--- config.mk ---
export PLATFORM = sky130hd
export DESIGN_NAME = tsg_ctrl
export DESIGN_NICKNAME = d
export VERILOG_FILES = /design/src/hw/rtl/tsg_pkg.sv /design/src/hw/rtl/tsg_ctrl.sv
export SDC_FILE = /design/constraint.sdc
export NUM_CORES = 1
export LEC_CHECK = 0
export BUFFER_PORTS_ARGS = -buffer_cell sky130_fd_sc_hd__buf_4
export CAP_MARGIN = 20
export CORE_ASPECT_RATIO = 1.4
export CORE_UTILIZATION = 26
export CTS_BUF_LIST = sky130_fd_sc_hd__clkbuf_8
export DETAILED_ROUTE_END_ITERATION = 7
export SYNTH_ARGS = -nofsm -noshare
export SYNTH_HDL_FRONTEND = slang
export SYNTH_SLANG_ARGS = --single-unit
export TNS_END_PERCENT = 10
--- constraint.sdc ---
create_clock -name clk -period 3.1 [get_ports clk]
set_clock_uncertainty 0.15 [all_clocks]
set_input_delay 0.31 -clock clk [delete_from_list [all_inputs] [get_ports clk]]
set_output_delay 0.31 -clock clk [all_outputs]
set_load 0.01 [all_outputs]
--- src/hw/rtl/tsg_pkg.sv ---
// ----------------------------------------------------------------------------
// tsg_pkg: shared types and constants of the trapezoidal setpoint generator
// Holds the controller states, the command group sent to the datapath, the
// register indexes and their reset values.
// ----------------------------------------------------------------------------
package tsg_pkg;

  typedef enum logic [3:0] {
    S_IDLE,
    S_RESTART,
    S_ERR,
    S_MUL_LO,
    S_MUL_HI,
    S_SQRT,
    S_VEL,
    S_POS_MUL,
    S_POS_ADD,
    S_FINISH
  } state_t;

  typedef struct packed {
    logic load_in;
    logic restart;
    logic err;
    logic mul_lo;
    logic mul_hi;
    logic sqrt_step;
    logic vel;
    logic pos_mul;
    logic pos_add;
    logic load_out;
  } dp_cmd_t;

  localparam logic [1:0] REG_MAX_VEL = 2'd0;
  localparam logic [1:0] REG_MAX_ACC = 2'd1;
  localparam logic [1:0] REG_TICK    = 2'd2;

  localparam logic [30:0] MAX_VEL_RST = 31'd65536;
  localparam logic [30:0] MAX_ACC_RST = 31'd65536;
  localparam logic [15:0] TICK_RST    = 16'd66;

  localparam logic [4:0] SQRT_LAST = 5'd31;

  localparam logic signed [34:0] S32_MAX_W = 35'sd2147483647;
  localparam logic signed [34:0] S32_MIN_W = -35'sd2147483648;

  function automatic logic signed [31:0] sat32(input logic signed [34:0] v);
    logic signed [31:0] r;
    if (v > S32_MAX_W) begin
      r = 32'sh7FFF_FFFF;
    end else if (v < S32_MIN_W) begin
      r = 32'sh8000_0000;
    end else begin
      r = v[31:0];
    end
    return r;
  endfunction

endpackage

--- src/hw/rtl/tsg_ctrl.sv ---
// ----------------------------------------------------------------------------
// tsg_ctrl: sequencer of the trapezoidal setpoint generator
// Steps the datapath through one control tick and owns both handshakes.
// ----------------------------------------------------------------------------
module tsg_ctrl (
  input  logic             clk,
  input  logic             rst_n,
  input  logic             in_tvalid,
  input  logic             in_restart,
  output logic             in_tready,
  output logic             out_tvalid,
  input  logic             out_tready,
  output tsg_pkg::dp_cmd_t cmd
);

  tsg_pkg::state_t state_r;
  tsg_pkg::state_t state_nxt;
  logic [4:0]      cnt_r;
  logic [4:0]      cnt_nxt;
  logic            out_valid_r;
  logic            out_valid_nxt;
  logic            out_free;

  assign out_free = !out_valid_r || out_tready;

  always_comb begin
    state_nxt = state_r;
    unique case (state_r)
      tsg_pkg::S_IDLE: begin
        if (in_tvalid) begin
          state_nxt = in_restart ? tsg_pkg::S_RESTART : tsg_pkg::S_ERR;
        end
      end
      tsg_pkg::S_RESTART: state_nxt = tsg_pkg::S_FINISH;
      tsg_pkg::S_ERR:     state_nxt = tsg_pkg::S_MUL_LO;
      tsg_pkg::S_MUL_LO:  state_nxt = tsg_pkg::S_MUL_HI;
      tsg_pkg::S_MUL_HI:  state_nxt = tsg_pkg::S_SQRT;
      tsg_pkg::S_SQRT: begin
        if (cnt_r == tsg_pkg::SQRT_LAST) begin
          state_nxt = tsg_pkg::S_VEL;
        end
      end
      tsg_pkg::S_VEL:     state_nxt = tsg_pkg::S_POS_MUL;
      tsg_pkg::S_POS_MUL: state_nxt = tsg_pkg::S_POS_ADD;
      tsg_pkg::S_POS_ADD: state_nxt = tsg_pkg::S_FINISH;
      tsg_pkg::S_FINISH: begin
        if (out_free) begin
          state_nxt = tsg_pkg::S_IDLE;
        end
      end
      default: state_nxt = tsg_pkg::S_IDLE;
    endcase
  end

  always_comb begin
    cmd       = '0;
    in_tready = 1'b0;
    cnt_nxt   = cnt_r;
    unique case (state_r)
      tsg_pkg::S_IDLE: begin
        in_tready   = 1'b1;
        cmd.load_in = in_tvalid;
      end
      tsg_pkg::S_RESTART: cmd.restart = 1'b1;
      tsg_pkg::S_ERR:     cmd.err = 1'b1;
      tsg_pkg::S_MUL_LO:  cmd.mul_lo = 1'b1;
      tsg_pkg::S_MUL_HI: begin
        cmd.mul_hi = 1'b1;
        cnt_nxt    = '0;
      end
      tsg_pkg::S_SQRT: begin
        cmd.sqrt_step = 1'b1;
        cnt_nxt       = cnt_r + 5'd1;
      end
      tsg_pkg::S_VEL:     cmd.vel = 1'b1;
      tsg_pkg::S_POS_MUL: cmd.pos_mul = 1'b1;
      tsg_pkg::S_POS_ADD: cmd.pos_add = 1'b1;
      tsg_pkg::S_FINISH:  cmd.load_out = out_free;
      default: ;
    endcase
    out_valid_nxt = (out_valid_r && !out_tready) || cmd.load_out;
  end

  always_ff @(posedge clk) begin
    if (!rst_n) begin
      state_r     <= tsg_pkg::S_IDLE;
      cnt_r       <= '0;
      out_valid_r <= 1'b0;
    end else begin
      state_r     <= state_nxt;
      cnt_r       <= cnt_nxt;
      out_valid_r <= out_valid_nxt;
    end
  end

  assign out_tvalid = out_valid_r;

  a_restart_path: assert property (@(posedge clk) disable iff (!rst_n)
    (in_tvalid && in_tready && in_restart) |=> (state_r == tsg_pkg::S_RESTART))
    else $error("Restart request did not take the restart path.");

  a_sqrt_start: assert property (@(posedge clk) disable iff (!rst_n)
    (state_r == tsg_pkg::S_MUL_HI) |=> (state_r == tsg_pkg::S_SQRT && cnt_r == 5'd0))
    else $error("Square root did not start from a cleared step count.");

  a_sqrt_end: assert property (@(posedge clk) disable iff (!rst_n)
    (state_r == tsg_pkg::S_SQRT && cnt_r == tsg_pkg::SQRT_LAST) |=>
      (state_r == tsg_pkg::S_VEL))
    else $error("Square root did not end after its last step.");

  a_out_free: assert property (@(posedge clk) disable iff (!rst_n)
    cmd.load_out |-> (!out_valid_r || out_tready))
    else $error("Output register overwritten while a result was pending.");

endmodule
# ---- Word level (Yosys, flattened, before mapping)
# Index checks and enable logic that the tools add are counted.
dict set report word_totals {
  regBits 10
  input_bits 5
  output_inout_bits 12
  elab_cells 43
}
dict set report op_classes {
  n_addsub 1
  eq_ne 13
  muxes 17
  reduce_logical 9
}
# cell n
set ops {}
lappend ops {{4-bit one-hot mux with 9 select lines} 1}
lappend ops {{4-bit by 3-bit equality test with 1-bit output, second input constant} 4}
lappend ops {{4-bit two-way mux} 3}
lappend ops {{1-bit two-way mux} 11}
lappend ops {{5-bit one-hot mux with 2 select lines} 1}
lappend ops {{4-bit by 2-bit equality test with 1-bit output, second input constant} 2}
lappend ops {{4-bit equality test, second input constant} 2}
lappend ops {{2-bit != test, second input constant} 3}
lappend ops {{5-bit by 1-bit adder with 5-bit output, second input constant} 1}
lappend ops {{5-bit equality test, second input constant} 1}
lappend ops {{4-bit by 1-bit equality test with 1-bit output, second input constant} 1}
lappend ops {{4-bit zero test} 1}
lappend ops {{3-bit AND reduction} 1}
lappend ops {{1-bit zero test} 2}
lappend ops {{1-bit logical OR} 2}
lappend ops {{2-bit two-way mux} 1}
lappend ops {{2-bit nonzero test} 1}
lappend ops {{2-bit OR reduction} 1}
lappend ops {{1-bit logical AND} 1}

# ---- Depth between registers and ports, before layout
# Gate-level depths: netlist (run 1).
dict set report logic_depth {
  word_depth 4
  ltp_mapped 6
}

# ---- Worst setup path before layout (run 1)
# OpenSTA, ideal clock, no wires.
dict set report synth_timing {
  path_type {flip-flop to output port}
  start {reg state_r[0]}
  end {out cmd[9] (netlist bit)}
  arrival_ns 1.268
  required_time_ns 2.640
  setup_slack_ns 1.372
  path_stages_with_launch 4
  cell_sequence {dfxtp_1 clkbuf_1 nor4_1 and2_1}
}
# item line
set synth_rtl {}
lappend synth_rtl {{from (decl)} tsg_ctrl.sv:16} ;# tsg_pkg::state_t state_r;
lappend synth_rtl {{from (signal assigned)} tsg_ctrl.sv:86} ;# state_r <= tsg_pkg::S_IDLE;
lappend synth_rtl {{from (signal assigned)} tsg_ctrl.sv:90} ;# state_r <= state_nxt;
lappend synth_rtl {{to (decl)} tsg_ctrl.sv:13} ;# output tsg_pkg::dp_cmd_t cmd

==> results of run 1 <==
[registers in the layout, indices dropped and copies added (netlist names)]
signal,count
state_r,4
out_tvalid,1
cnt_r,5
[power groups by stage]
| stage | sequential (W) | clock (W) | combinational [W] |
|---|---|---|---|
| 4_1_cts | 0.000215 | 0.000164 | 0.000220 |
| 2_1_floorplan | 0.000161 | 0 | 0.000191 |
| 3_5_place_dp | 0.000217 | 0 | 0.000218 |
| 5_1_grt | 0.000226 | 0.000172 | 0.000240 |
| 3_3_place_gp | 0.000214 | 0 | 0.000217 |
| 6_report | 0.000217 | 0.000161 | 0.000219 |
[cell usage in the layout, fill, tap and decap left out, drive strengths merged]
master,count
buf,17
nor4,3
nand2,4
and3,1
nand4bb,1
a22oi,2
nor3b,1
nor4bb,1
xnor2,1
nor2,8
o22a,2
o21ba,1
inv,2
nand3b,1
o21a,1
nor4b,1
or4b,1
nand3,2
a221oi,1
mux2i,1
a21oi,2
nand2b,4
and2,1
a31oi,1
nor2b,2
o2bb2ai,1
nor3,3
clkbuf,4
o31a,1
or3b,1
dfxtp,10
o21ai,1
xor2,1
ha,2
[stage by stage]
stage                     hold WS, ns  total power [W]  setup WS, ns
after floorplan                 0.278         0.000352          1.37
after global placement          0.334         0.000432          1.19
after detailed placement        0.336         0.000435          1.15
after CTS                       0.163         0.000599          1.10
after global routing            0.161         0.000638         0.955
final                           0.164         0.000596          1.09
[logic make-up after synthesis]
kind of cell	after synthesis	synth area share
DFF	10	0.340
adders and majority gates	2	0.0425
muxes	1	0.0170
AOI/OAI and AO/OA	13	0.166
xor gates and xnor gates	2	0.0298
buffers and inverters	9	0.0596
and+or+nand+nor	35	0.345
[routing by layer]
metal / vias up / track usage / share of wire / routed length, um
met1: 260 / 0.138 / 0.46 / 569
met5: - / 0 / 0 / 0
li1: 287 / - / - / -
met3: 4 / 0.0405 / 0.057 / 71
met4: 0 / 0.0714 / 0.022 / 27
met2: 16 / 0.196 / 0.46 / 568
[path summary, 6_finish.rpt]
path                                start                      end  slack [ns]
setup reg to reg  state_r[2]$_SDFFE_PN0P_    cnt_r[3]$_SDFFE_PN0P_        1.13
setup / recovery  state_r[2]$_SDFFE_PN0P_                   cmd[5]        1.09
hold reg to reg     cnt_r[3]$_SDFFE_PN0P_    cnt_r[3]$_SDFFE_PN0P_        0.35
hold / removal                      rst_n  state_r[0]$_SDFFE_PN0P_        0.16
[Yosys cell counts (2+ instances only)]
library cell / instances / area, sq um
a22oi_1: 2 / 15.0
a21oi_1: 2 / 10.0
nor4_1: 3 / 18.8
ha_1: 2 / 25.0
nand2_1: 4 / 15.0
nand3_1: 2 / 10.0
nand2b_1: 4 / 25.0
nor2b_1: 2 / 12.5
nor3_1: 3 / 15.0
o22a_1: 2 / 17.5
dfxtp_1: 10 / 200
nor2_1: 8 / 30.0
clkbuf_1: 5 / 18.8
inv_1: 2 / 7.51
[cell type report]
type	count	area (sq um)
Tap cell	22	27.5
Sequential cell	10	200
Fill cell	225	1380
Multi-Input combinational cell	53	353
Inverter	2	7.51
Clock buffer	4	55.1
Timing Repair Buffer	17	128
==> qor.csv, run 1 <==
stage,metric,value,unit
status,status,"finished, final reports clean",
final_layout,Layout Cells excl Fill,108,
power_and_ir_drop,P_sw,0.000209,W
hold_path,hold depth,2,
setup_path,Crit path depth,3,
power_and_ir_drop,Gate power share,0.366,
floorplanning,core area,2150,sq um
global_route,GRT Residual Overflow,0,
power_and_ir_drop,Pwr Density,774,nW/um^2
placed_design,Placement Cell Area,716,sq um
power_and_ir_drop,Clk pwr share,0.269,
routing,drt pass-1 iters,4,
synth,register area share after synthesis,0.340,
clock_tree,clk buf depth,2,
global_route,largest net degree at the start of global routing,19,
timing,Worst Tran Pin Value,0.579,ns
clock_tree,CTS tree,built,
synth,Mapped Avg Cell Area,8.17,sq um
clock_tree,Root Buffer,clkbuf_8,
setup_path,Worst setup SP type,flip-flop,
setup_path,CP peak stage delay,0.57,ns
setup_path,"Buf+Inv Stages, Crit Path",1,
global_route,first-pass GRT wire length,2.32,mm
setup_path,worst-path cell chain,"or3b_1, nor2_1, buf_4",
hold_path,path category of the worst min-delay check,input port to flip-flop,
clock_tree,CTS Hold Buffers Added,0,
synth,syn_nets,79,
synth,Seq cells post-synth,10,
synth,Yosys Warn Count,0,
timing,Final Slew Violations,0,
floorplanning,site row count,20,
setup_path,worst-path maximum fanout,14,
global_route,initial antenna violation count,0,
routing,Vias/cell,5.25,
timing,Max transition margin,0.613,
synth,"FFs w/ async S/R, synth",0,
clock_tree,Clock Pin Slew Worst Setup and Hold Paths,0.05,ns
routing,mean routed wirelength per cell,11.5,um
final_layout,Syn-to-layout area delta,31.1,%
routing,initial drt markers,12,
routing,# DRC,0,
clock_tree,CTS H-tree depth,1,
power_and_ir_drop,maximum vdd drop,0.000398,V
clock_tree,Post-CTS Setup Bufs,0,
clock_tree,clock sinks,10,
timing,fin crit share,0.649,
power_and_ir_drop,sw frac,0.351,
global_route,GRT Overall Usage,0.121,
setup_path,crit path DAT,1.55,ns
floorplanning,Die X,42.2,um
floorplanning,die area,2460,sq um
floorplanning,IO Pins,17,
final_layout,layout cell share with drive strength beyond 1,0.256,
routing,vias post-DR,567,
final_layout,cell area after layout,771,sq um
global_route,number of global-route vias before repair,552,
final_layout,final net count,94,
placed_design,Inst Count DP,104,
timing,min cycle time layout,2.01,ns
floorplanning,Die Y-Extent,58.3,um
placed_design,DP HPWL,881,um
routing,DRT Wirelength,1.24,mm
synth,number of flops mapped to enable cells by yosys,0,
power_and_ir_drop,sequential power share,0.364,
timing,Final TNS setup,0,ns
timing,f_max,0.497,GHz
final_layout,antenna diode count,0,
power_and_ir_drop,Cell Int Power,0.000387,W
timing,final hold vios,0,
clock_tree,Worst-Skew Late Latency,0.23,ns
setup_path,type of the worst setup path,flip-flop to output pin,
clock_tree,post-cts sizing count,0,
synth,main flop type after synthesis,dfxtp_1,
timing,RSZ-0062 raised after global routing,no,
setup_path,CP required,2.64,ns
setup_path,slowest CP cell,dfxtp_1,
placed_design,input/output buffers,16,
floorplanning,Initial Util,0.273,
placed_design,GP Congestion,0.744,
setup_path,r2r worst-path depth,3,
flow_run,Max-Cap Viols,0,
routing,DRT antenna net count,0,
power_and_ir_drop,Leak Pwr,0.316,nW
synth,post-synth cell types,35,
setup_path,CP endpoint kind,output pin,
synth,Mapped Area,588,sq um
synth,Mapped Cells,72,
final_layout,Final Util,0.358,
clock_tree,total CTS buffers,3,
timing,Setup-failing EPs final,0,
setup_path,Top delay family on crit path,simple AND/OR/NAND/NOR gates,
No activity file was read; power rests on OpenSTA's default activity.
==> run 2, diff against run 1 <==
==> constraint.sdc (replaced) <==
create_clock -name clk -period 1.6 [get_ports clk]
set_clock_uncertainty 0.15 [all_clocks]
set_input_delay 0.16 -clock clk [delete_from_list [all_inputs] [get_ports clk]]
set_output_delay 0.16 -clock clk [all_outputs]
set_load 0.01 [all_outputs]
==> qor.csv, run 2 (synthesis gave the netlist of run 1 again) <==
stage,metric,value,unit,change
routing,# DRC,0,,unchanged
clock_tree,Worst-Skew Late Latency,0.23,ns,about the same
setup_path,CP peak stage delay,0.32,ns,was 0.57 ns
floorplanning,Initial Util,0.273,,unchanged
setup_path,slowest CP cell,dfxtp_2,,was dfxtp_1
routing,Vias/cell,5.17,,was 5.25
setup_path,CP endpoint kind,output pin,,unchanged
setup_path,Worst setup SP type,flip-flop,,unchanged
floorplanning,IO Pins,17,,unchanged
floorplanning,die area,2460,sq um,unchanged
hold_path,path category of the worst min-delay check,input port to flip-flop,,unchanged
timing,Max transition margin,0.836,,was 0.613
final_layout,final net count,105,,was 94
routing,drt pass-1 iters,4,,unchanged
final_layout,number of flip-flops in the largest register,5,,unchanged
setup_path,r2r worst-path depth,3,,unchanged
final_layout,cell area after layout,916,sq um,was 771 sq um
final_layout,Final Util,0.426,,was 0.358
routing,initial drt markers,4,,was 12
clock_tree,clock sinks,10,,unchanged
global_route,largest net degree at the start of global routing,14,,was 19
setup_path,crit path DAT,1.28,ns,was 1.55 ns
clock_tree,CTS tree,built,,unchanged
routing,vias post-DR,610,,was 567
timing,Worst Tran Pin Value,0.243,ns,was 0.579 ns
status,status,"finished, final reports clean",,unchanged
timing,Setup-failing EPs final,0,,unchanged
global_route,GRT Overall Usage,0.129,,was 0.121
timing,final hold vios,0,,unchanged
clock_tree,CTS Hold Buffers Added,0,,unchanged
setup_path,"Buf+Inv Stages, Crit Path",2,,was 1
timing,Final Slew Violations,0,,unchanged
power_and_ir_drop,Leak Pwr,0.382,nW,was 0.316 nW
timing,min cycle time layout,1.59,ns,
flow_run,Max-Cap Viols,0,,unchanged
final_layout,Fillers,226,,was 225
final_layout,antenna diode count,0,,unchanged
global_route,GRT Residual Overflow,0,,unchanged
power_and_ir_drop,Pwr Density,1460,nW/um^2,was 774 nW/um^2
floorplanning,Die X,42.2,um,unchanged
timing,Final TNS setup,0,ns,unchanged
final_layout,layout cell share with drive strength beyond 1,0.417,,was 0.256
power_and_ir_drop,maximum vdd drop,0.000683,V,was 0.000398 V
setup_path,type of the worst setup path,flip-flop to output pin,,unchanged
clock_tree,total CTS buffers,3,,unchanged
setup_path,Top delay family on crit path,simple AND/OR/NAND/NOR gates,,unchanged
setup_path,Crit path depth,4,,was 3
floorplanning,Die Y-Extent,58.3,um,unchanged
timing,f_max,0.628,GHz,
placed_design,DP HPWL,989,um,was 881 um
final_layout,"commonest non-fill, non-tap cells in the layout","buf_4, nor2_1, dfxtp_1",,"was buf_4, dfxtp_1, nor2_1"
floorplanning,core area,2150,sq um,unchanged
clock_tree,Root Buffer,clkbuf_8,,unchanged
global_route,initial antenna violation count,0,,unchanged
setup_path,CP required,1.29,ns,was 2.64 ns
placed_design,GP Congestion,0.763,,was 0.744
setup_path,worst-path cell chain,"buf_8, nor4_4, and2_1, buf_4",,"was or3b_1, nor2_1, buf_4"
setup_path,worst-path maximum fanout,10,,was 14
global_route,first-pass GRT wire length,2.44,mm,was 2.32 mm
global_route,number of global-route vias before repair,582,,was 552
routing,mean routed wirelength per cell,12.3,um,was 11.5 um
routing,DRT Wirelength,1.45,mm,was 1.24 mm
final_layout,"Most flops, register",cnt_r,,unchanged
power_and_ir_drop,Power Total,0.00134,W,was 0.000596 W
placed_design,Placement Cell Area,769,sq um,was 716 sq um
timing,RSZ-0062 raised after global routing,yes,,was no
clock_tree,CTS H-tree depth,1,,unchanged
final_layout,Syn-to-layout area delta,55.7,%,was 31.1%
hold_path,hold depth,2,,unchanged
floorplanning,site row count,20,,unchanged
final_layout,"most common cell after layout, fill and taps aside",buf_4,,unchanged
timing,fin crit share,0.996,,
placed_design,input/output buffers,16,,unchanged
routing,DRT antenna net count,0,,unchanged
clock_tree,Clock Pin Slew Worst Setup and Hold Paths,0.05,ns,about the same
clock_tree,clk buf depth,2,,unchanged
-- run 2: metal layers --
layer / vias up / share of wire / wire [um] / track usage
met5: - / 0 / 0 / 0
met4: 0 / 0.027 / 39 / 0.0759
met3: 5 / 0.051 / 74 / 0.0312
met2: 20 / 0.49 / 703 / 0.218
met1: 278 / 0.43 / 629 / 0.145
li1: 307 / - / - / -
-- run 2: area by class of cell --
type	instances	area, sq um	share of cell area
Clock buffer	3	41.3	0.0451
Inverter	2	7.51	0.00820
Multi-Input combinational cell	53	404	0.441
Tap cell	22	27.5	0.0301
Timing Repair Buffer	28	229	0.250
Sequential cell	10	206	0.225
-- run 2: path summary, 6_finish.rpt --
path | startpoint | to | slack [ns]
max | state_r[2]$_SDFFE_PN0P_ | cmd[9] | 0.007
min | rst_n | state_r[0]$_SDFFE_PN0P_ | 0.02
max reg2reg | state_r[2]$_SDFFE_PN0P_ | cnt_r[3]$_SDFFE_PN0P_ | 0.07
min reg2reg | cnt_r[2]$_SDFFE_PN0P_ | cnt_r[2]$_SDFFE_PN0P_ | 0.35
-- run 2: power by group --
group | switching (W) | internal [W] | leakage (nW)
Sequential | 0.0000671 | 0.000300 | 0.0828
Clock | 0.0000965 | 0.000165 | 0.0216
Combinational | 0.000313 | 0.000393 | 0.278
Total | 0.000477 | 0.000858 | 0.382
-- run 2: stage by stage --
stage                     hold WS (ns)  cells  worst slack, ns
after floorplan                  0.128     72          -0.0215
after global placement           0.271    111            0.113
after detailed placement         0.264    111           0.0816
after CTS                       0.0277    114         -0.00559
after global routing            0.0299    118          -0.0615
final                           0.0232    118          0.00669
-- run 2: what timing repair did --
| action | 4_1_cts | 5_1_grt |
|---|---|---|
| resized for setup | 4 | 11 |
| pin swaps | 3 | 2 |
| setup buffers | 0 | 4 |
| hold endpoints to repair | 0 | 0 |
| endpoints found under the setup margin | 7 | 9 |
-- run 2: worst reg2reg max path, cell delays in order, from the launching register on --
cell	delay (ns)
dfxtp_2	0.34
or3b_4	0.38
or4b_1	0.46
a31oi_1	0.13
==> run 3, diff against run 2 <==
==> constraint.sdc (replaced) <==
create_clock -name clk -period 1.6 [get_ports clk]
set_clock_uncertainty 0.15 [all_clocks]
set_input_delay 0.08 -clock clk [delete_from_list [all_inputs] [get_ports clk]]
set_output_delay 0.08 -clock clk [all_outputs]
set_load 0.01 [all_outputs]
==> qor.csv, run 3 (synthesis gave the netlist of run 1 again) <==
stage,metric,value,unit,change
status,status,"finished, final reports clean",,unchanged
power_and_ir_drop,Pwr Density,1410,nW/um^2,was 1460 nW/um^2
timing,Final TNS setup,0,ns,unchanged
setup_path,"Top cell by count, worst path",buf_4,,
global_route,first-pass GRT wire length,2.42,mm,was 2.44 mm
floorplanning,IO Pins,17,,unchanged
final_layout,Fillers,227,,was 226
hold_path,path category of the worst min-delay check,input port to flip-flop,,unchanged
timing,f_max,0.629,GHz,was 0.628 GHz
flow_run,Max-Cap Viols,0,,unchanged
global_route,initial antenna violation count,0,,unchanged
timing,min cycle time layout,1.59,ns,about the same
floorplanning,Die X,42.2,um,unchanged
placed_design,GP Congestion,0.763,,unchanged
placed_design,DP HPWL,989,um,unchanged
timing,Worst Tran Pin Value,0.303,ns,was 0.243 ns
clock_tree,Clock Pin Slew Worst Setup and Hold Paths,0.05,ns,about the same
setup_path,CP required,1.37,ns,was 1.29 ns
global_route,number of global-route vias before repair,586,,was 582
routing,vias post-DR,572,,was 610
final_layout,antenna diode count,0,,unchanged
global_route,largest net degree at the start of global routing,14,,unchanged
timing,Hold Slack,0.0776,ns,was 0.0232 ns
floorplanning,site row count,20,,unchanged
routing,Vias/cell,4.97,,was 5.17
placed_design,Inst Count DP,111,,unchanged
setup_path,crit path DAT,1.36,ns,was 1.28 ns
placed_design,Placement Cell Area,769,sq um,unchanged
clock_tree,Root Buffer,clkbuf_8,,unchanged
setup_path,type of the worst setup path,flip-flop to output pin,,unchanged
routing,drt pass-1 iters,4,,unchanged
clock_tree,clock sinks,10,,unchanged
power_and_ir_drop,Leak Pwr,0.352,nW,was 0.382 nW
clock_tree,Worst-Skew Late Latency,0.23,ns,about the same
final_layout,number of flip-flops in the largest register,5,,unchanged
final_layout,Layout Cells excl Fill,115,,was 118
final_layout,final net count,102,,was 105
power_and_ir_drop,maximum vdd drop,0.000671,V,was 0.000683 V
global_route,GRT Residual Overflow,0,,unchanged
global_route,GRT Overall Usage,0.128,,was 0.129
timing,RSZ-0062 raised after global routing,yes,,unchanged
routing,DRT antenna net count,0,,unchanged
power_and_ir_drop,Power Total,0.00118,W,was 0.00134 W
setup_path,Worst setup SP type,flip-flop,,unchanged
timing,final hold vios,0,,unchanged
final_layout,"Most flops, register",cnt_r,,unchanged
floorplanning,Initial Util,0.273,,unchanged
setup_path,slowest CP cell,nor4_2,,was dfxtp_2
timing,fin crit share,0.993,,was 0.996
timing,Final Slew Violations,0,,unchanged
floorplanning,core area,2150,sq um,unchanged
setup_path,worst-path maximum fanout,13,,was 10
floorplanning,die area,2460,sq um,unchanged
placed_design,input/output buffers,16,,unchanged
routing,# DRC,0,,unchanged
floorplanning,Die Y-Extent,58.3,um,unchanged
setup_path,worst-path cell chain,"buf_4, nor4_2, and2_1, buf_4",,"was buf_8, nor4_4, and2_1, buf_4"
setup_path,CP peak stage delay,0.36,ns,was 0.32 ns
clock_tree,CTS H-tree depth,1,,unchanged
final_layout,"commonest non-fill, non-tap cells in the layout","buf_4, nor2_1, dfxtp_1",,unchanged
timing,Max transition margin,0.796,,was 0.836
setup_path,CP endpoint kind,output pin,,unchanged
clock_tree,CTS tree,built,,unchanged
final_layout,layout cell share with drive strength beyond 1,0.355,,was 0.417
clock_tree,total CTS buffers,3,,unchanged
clock_tree,clk buf depth,2,,unchanged
routing,mean routed wirelength per cell,11.6,um,was 12.3 um
final_layout,"most common cell after layout, fill and taps aside",buf_4,,unchanged
final_layout,cell area after layout,836,sq um,was 916 sq um
timing,Setup-failing EPs final,0,,unchanged
routing,initial drt markers,6,,was 4
final_layout,Syn-to-layout area delta,42.1,%,was 55.7%
routing,DRT Wirelength,1.34,mm,was 1.45 mm
[run 3: path summary, 6_finish.rpt]
path                            from               endpoint  slack, ns  cells past startpoint
min reg2reg    cnt_r[2]$_SDFFE_PN0P_  cnt_r[2]$_SDFFE_PN0P_       0.35                      2
max reg2reg  state_r[3]$_SDFFE_PN0P_  cnt_r[3]$_SDFFE_PN0P_       0.11                      3
max          state_r[2]$_SDFFE_PN0P_                 cmd[9]       0.01                      4
min                       out_tready  out_tvalid$_SDFF_PN0_       0.08                      3
[run 3: metal layers]
| metal | up-vias | global-route usage | routed length, um |
|---|---|---|---|
| li1 | 302 | - | - |
| met4 | 0 | 0.0759 | 19 |
| met2 | 13 | 0.215 | 640 |
| met5 | - | 0 | 0 |
| met1 | 255 | 0.145 | 623 |
| met3 | 2 | 0.0312 | 53 |
[run 3: where the power goes]
group          switching (W)  internal, W  leakage (nW)
clock              0.0000902     0.000164        0.0216
combinational       0.000277     0.000305         0.248
sequential         0.0000462     0.000295        0.0825
total               0.000414     0.000764         0.352
[run 3: critical path: cells and delay by family (launching register included)]
kind	cells	cell delay, ns
flip-flops	1	0.31
buffers and inverters	2	0.28
AND/OR/NAND/NOR	2	0.54
[run 3: final cells by class]
type	count	area (sq um)	area share
tap	22	27.5	0.0329
inverter	2	7.51	0.00898
clock buffer	3	41.3	0.0494
sequential	10	204	0.244
timing repair buffer	25	190	0.228
multi-input combinational	53	365	0.437
[run 3: repair_timing]
| action | CTS | global route |
|---|---|---|
| hold buffers | 1 | 0 |
| buffers inserted | 0 | 0 |
| gates resized for setup | 1 | 3 |
| endpoints found under the hold margin | 2 | 0 |
| pin swaps | 0 | 0 |
| endpoints found under the setup margin | 1 | 9 |
[run 3: metrics by stage]
stage	util	setup WS, ns
2_1_floorplan	-	-0.0215
3_3_place_gp	0.358	0.113
3_5_place_dp	0.358	0.0892
4_1_cts	0.384	-0.00705
5_1_grt	0.388	-0.0990
6_report	0.388	0.0110
